## src/hdl/rpa_pkg.sv

```systemverilog
package rpa_pkg;

  // Fixed field widths of the channels and the configuration register.
  localparam int ACTION_W    = 2;
  localparam int ADDRESS_W   = 28;
  localparam int STATUS_W    = 3;
  localparam int PAGE_ADDR_W = 27;
  localparam int FREE_W      = 16;
  localparam int CFG_W       = 16;

  // Default sizing, handed to the top level.
  localparam int DEF_NUM_PAGES  = 32768;
  localparam int DEF_PAGE_SHIFT = 12;
  localparam int DEF_COUNT_BITS = 8;

  // Actions.
  localparam logic [ACTION_W-1:0] ACT_ALLOC  = 2'd0;
  localparam logic [ACTION_W-1:0] ACT_FREE   = 2'd1;
  localparam logic [ACTION_W-1:0] ACT_REFINC = 2'd2;
  localparam logic [ACTION_W-1:0] ACT_INIT   = 2'd3;

  // Result status codes.
  localparam logic [STATUS_W-1:0] ST_OK         = 3'd0;
  localparam logic [STATUS_W-1:0] ST_EMPTY      = 3'd1;
  localparam logic [STATUS_W-1:0] ST_MISALIGNED = 3'd2;
  localparam logic [STATUS_W-1:0] ST_RESERVED   = 3'd3;
  localparam logic [STATUS_W-1:0] ST_BEYOND     = 3'd4;
  localparam logic [STATUS_W-1:0] ST_OVERFLOW   = 3'd5;
  localparam logic [STATUS_W-1:0] ST_UNDERFLOW  = 3'd6;

  // Outcome of the address check for free and refinc.
  typedef struct packed {
    logic                ok;
    logic [STATUS_W-1:0] status;
  } chk_t;

endpackage

```

## src/hdl/rpa_check.sv

```systemverilog
module rpa_check #(
  parameter int NUM_PAGES  = rpa_pkg::DEF_NUM_PAGES,
  parameter int PAGE_SHIFT = rpa_pkg::DEF_PAGE_SHIFT
) (
  input  logic [rpa_pkg::ADDRESS_W-1:0] address,
  input  logic [rpa_pkg::CFG_W-1:0]     first_usable_page,
  output rpa_pkg::chk_t                 chk,
  output logic [$clog2(NUM_PAGES)-1:0]  page
);
  import rpa_pkg::*;

  localparam int PG_W    = $clog2(NUM_PAGES);
  localparam int PGA_W   = ADDRESS_W - PAGE_SHIFT;
  localparam int DEPTH_W = $clog2(NUM_PAGES + 1);
  localparam int MAX_A   = (PGA_W > CFG_W) ? PGA_W : CFG_W;
  localparam int CMP_W   = (MAX_A > DEPTH_W) ? MAX_A : DEPTH_W;

  logic [CMP_W-1:0] pg_w;
  logic [CMP_W-1:0] first_w;
  logic             misaligned;

  always_comb begin
    pg_w       = CMP_W'(address[ADDRESS_W-1:PAGE_SHIFT]);
    first_w    = CMP_W'(first_usable_page);
    misaligned = |address[PAGE_SHIFT-1:0];
    chk.ok     = 1'b0;
    if (misaligned) begin
      chk.status = ST_MISALIGNED;
    end else if (pg_w < first_w) begin
      chk.status = ST_RESERVED;
    end else if (pg_w >= CMP_W'(NUM_PAGES)) begin
      chk.status = ST_BEYOND;
    end else begin
      chk.status = ST_OK;
      chk.ok     = 1'b1;
    end
  end

  assign page = pg_w[PG_W-1:0];

endmodule

```

## config.mk

```make
export PLATFORM = sky130hd
export DESIGN_NAME = rpa_check
export DESIGN_NICKNAME = d
export VERILOG_FILES = /design/src/hdl/rpa_pkg.sv /design/src/hdl/rpa_check.sv
export SDC_FILE = /design/constraint.sdc
export NUM_CORES = 1
export LEC_CHECK = 0
export ABC_AREA = 1
export BUFFER_PORTS_ARGS = -buffer_cell sky130_fd_sc_hd__buf_2
export CAP_MARGIN = 20
export CORE_MARGIN = 2
export CORE_UTILIZATION = 39
export DETAILED_ROUTE_END_ITERATION = 6
export GPL_TIMING_DRIVEN = 0
export PLACE_DENSITY = 0.9
export SETUP_SLACK_MARGIN = 0.4
export SLEW_MARGIN = 20
export SYNTH_ARGS = -nofsm -noshare
export SYNTH_HDL_FRONTEND = slang
export SYNTH_SLANG_ARGS = --single-unit
```

## constraint.sdc

```tcl
create_clock -name vclk -period 1.71
set_input_delay 0.171 -clock vclk [all_inputs]
set_output_delay 0.171 -clock vclk [all_outputs]
set_load 0.03 [all_outputs]
```

==> flow_metrics.env <==
export IMPL_status="finished, final reports clean"
export IMPL_grt_pass1_wl_mm=2.80
export IMPL_worst_pin_slew_ns=0.193
export IMPL_finalHoldViolations=0
export IMPL_layout_cells_non_filler=174
export IMPL_synth_area_mux_share_pct=0
export IMPL_synth_xor_area_share_pct=0
export IMPL_setup_viol=0
export IMPL_start_util_pct=42.8
export IMPL_path_common_cell="nand2_1"
export IMPL_crit_fanout=3
export IMPL_synth_area_leaders="ha_1 32%, buf_4 19%, inv_1 15%"
export IMPL_ir_drop_mv=0.163
export IMPL_io_pins=63
export IMPL_wirelength_mm=1.80
export IMPL_grt_overflow=0
export IMPL_port_buffers=63
export IMPL_die_h_um=42.5
export IMPL_post_drt_wl_per_cell_um=10.3
export IMPL_synth_compound_area_share_pct=7.79
export IMPL_p_leak_nw=0.672
export IMPL_drt_vias_per_instance=4.58
export IMPL_synth_cell_area_um2=578
export IMPL_die_area_um2=1810
export IMPL_synth_top_area_share_pct=32.5
export IMPL_crit_path_end_kind="output port"
export IMPL_cpPeakStageDelay_ns=0.26
export IMPL_tns_ns=0
export IMPL_dp_cells=174
export IMPL_mostFrequentLayoutCell="buf_2"
export IMPL_antenna_found_initial=0
export IMPL_yosysSeqAreaShare_pct=0
export IMPL_cp_arrival_ns=1.36
export IMPL_stdcell_area_um2=1140
export IMPL_syn_to_final_growth_pct=97.8
export IMPL_maxCapViolations=0
export IMPL_crit_slowest_cell="ha_4"
export IMPL_power_density_nw_per_um2=247
export IMPL_syn_avg_cell_area_um2=6.02
export IMPL_drive_gt1_share_pct=67.9
export IMPL_syn_nets=155
export IMPL_final_util_pct=84.7
export IMPL_vias=797
export IMPL_netlist_instances=96
export IMPL_synth_top_area_cell="ha_1"
export IMPL_grt_util_all_layers_pct=18.9
export IMPL_mostFrequentLayoutCells="51 x buf_2, 16 x buf_4, 14 x inv_1"
export IMPL_dpl_cell_area_um2=970
export IMPL_grt_pass1_vias=739
export IMPL_pre_cts_ws_ns=0.0714
export IMPL_num_antenna_cells=0
export IMPL_timing_fmax_mhz=653
export IMPL_crit_type="input pin to output port"
export IMPL_core_um2=1350
export IMPL_yosysWarningCount=0
export IMPL_dr_first_iter_drc_count=7
export IMPL_drv_slew=0
export IMPL_worst_endpoint_required_ns=1.54
export IMPL_cp_cell_sequence="buf_2, inv_2, ha_4, nand2_2, inv_2, nand2_2, nand2_1, nand2_1, nand2_1, nand2_1, nand2_2, nand2_4, nor2_4, buf_6"
export IMPL_first_pass_iters=4
export IMPL_hpwl_mm=1.45
export IMPL_route_antenna_remaining_nets=0
export IMPL_timing_final_crit_share_pct=89.5
export IMPL_nets=220
export IMPL_setup_ws_ns=0.179
export IMPL_fp_dieW_um=42.5
export IMPL_gp_congestion=0.636
export IMPL_rsz0062_at_grt="yes"
export IMPL_regArea_um2=0
export IMPL_clkbuf_count=0
export IMPL_seq_cells=0
export IMPL_critPathLaunchType="input pin"
export IMPL_synth_top_family_by_area="buffers and inverters"
export IMPL_synthAdderAreaFrac_pct=32.5
export IMPL_grt_max_degree=4
export IMPL_drc=0
export IMPL_yosys_area_share_simple_pct=24.7
export IMPL_post_route_min_period_ns=1.53
export IMPL_postCtsSetupRepairBufs=0
export IMPL_maxSlewHeadroom_pct=87.0
export IMPL_synth_distinct_cells=12
export IMPL_rows=13
export IMPL_hold_path_class="input pin to output port"
-- cell type report --
cell class                      instances  area (µm²)
Timing Repair Buffer                   63         390
Tap cell                               15        18.8
Multi-Input combinational cell         57         522
Inverter                               24         100
Buffer                                 15         113
Fill cell                              96         206
-- synth_stat cells (all sizes together) --
cell / n
nor4: 1
nor2: 10
buf: 15
a21oi: 7
nor3: 2
nand2: 18
nand3: 2
o21ai: 2
clkinv: 1
inv: 23
ha: 15
-- power by group --
part,internal (mW),switching (mW),leakage [nW]
Sequential,0,0,0
Combinational,0.139,0.143,0.672
Clock,0,0,0
-- worst max-delay path, delay by kind of cell --
family	cells	cell delay, ns
simple gates	9	0.63
buf+inv	4	0.31
fa+ha+maj	1	0.26
-- per-stage QoR --
stage                     total power [mW]  hold slack [ns]
after CTS                            0.256            0.605
after global placement               0.226            0.684
final                                0.283            0.596
after global routing                 0.310            0.601
after floorplan                      0.146            0.378
after detailed placement             0.237            0.697
-- cell families after synthesis --
kind of cell             after synthesis
buffers and inverters                 39
AND/OR/NAND/NOR                       33
adder cells (fa/ha/maj)               15
AO/OA/AOI/OAI                          9
-- routing by layer --
metal,wire [µm],vias to the layer above,GRT usage (%)
met5,0,-,0
met2,1080,41,43.1
met3,112,4,0
met1,571,344,18.5
li1,-,408,-
met4,35,0,1.88
-- worst paths after layout --
path,from,slack (ns),cells past startpoint,to
worst max-delay path,first_usable_page[3],0.18,14,chk[3]
worst min-delay path,address[27],0.60,3,chk[3]
-- what timing repair did --
| action | CTS | global route |
|---|---|---|
| hold buffers | 0 | 0 |
| endpoints found under the hold margin | 0 | 0 |
| pin swaps | 12 | 17 |
| gates resized for setup | 22 | 21 |
| gates cloned | 0 | 0 |
| endpoints found under the setup margin | 4 | 4 |
(Power assumes the default switching activity.)
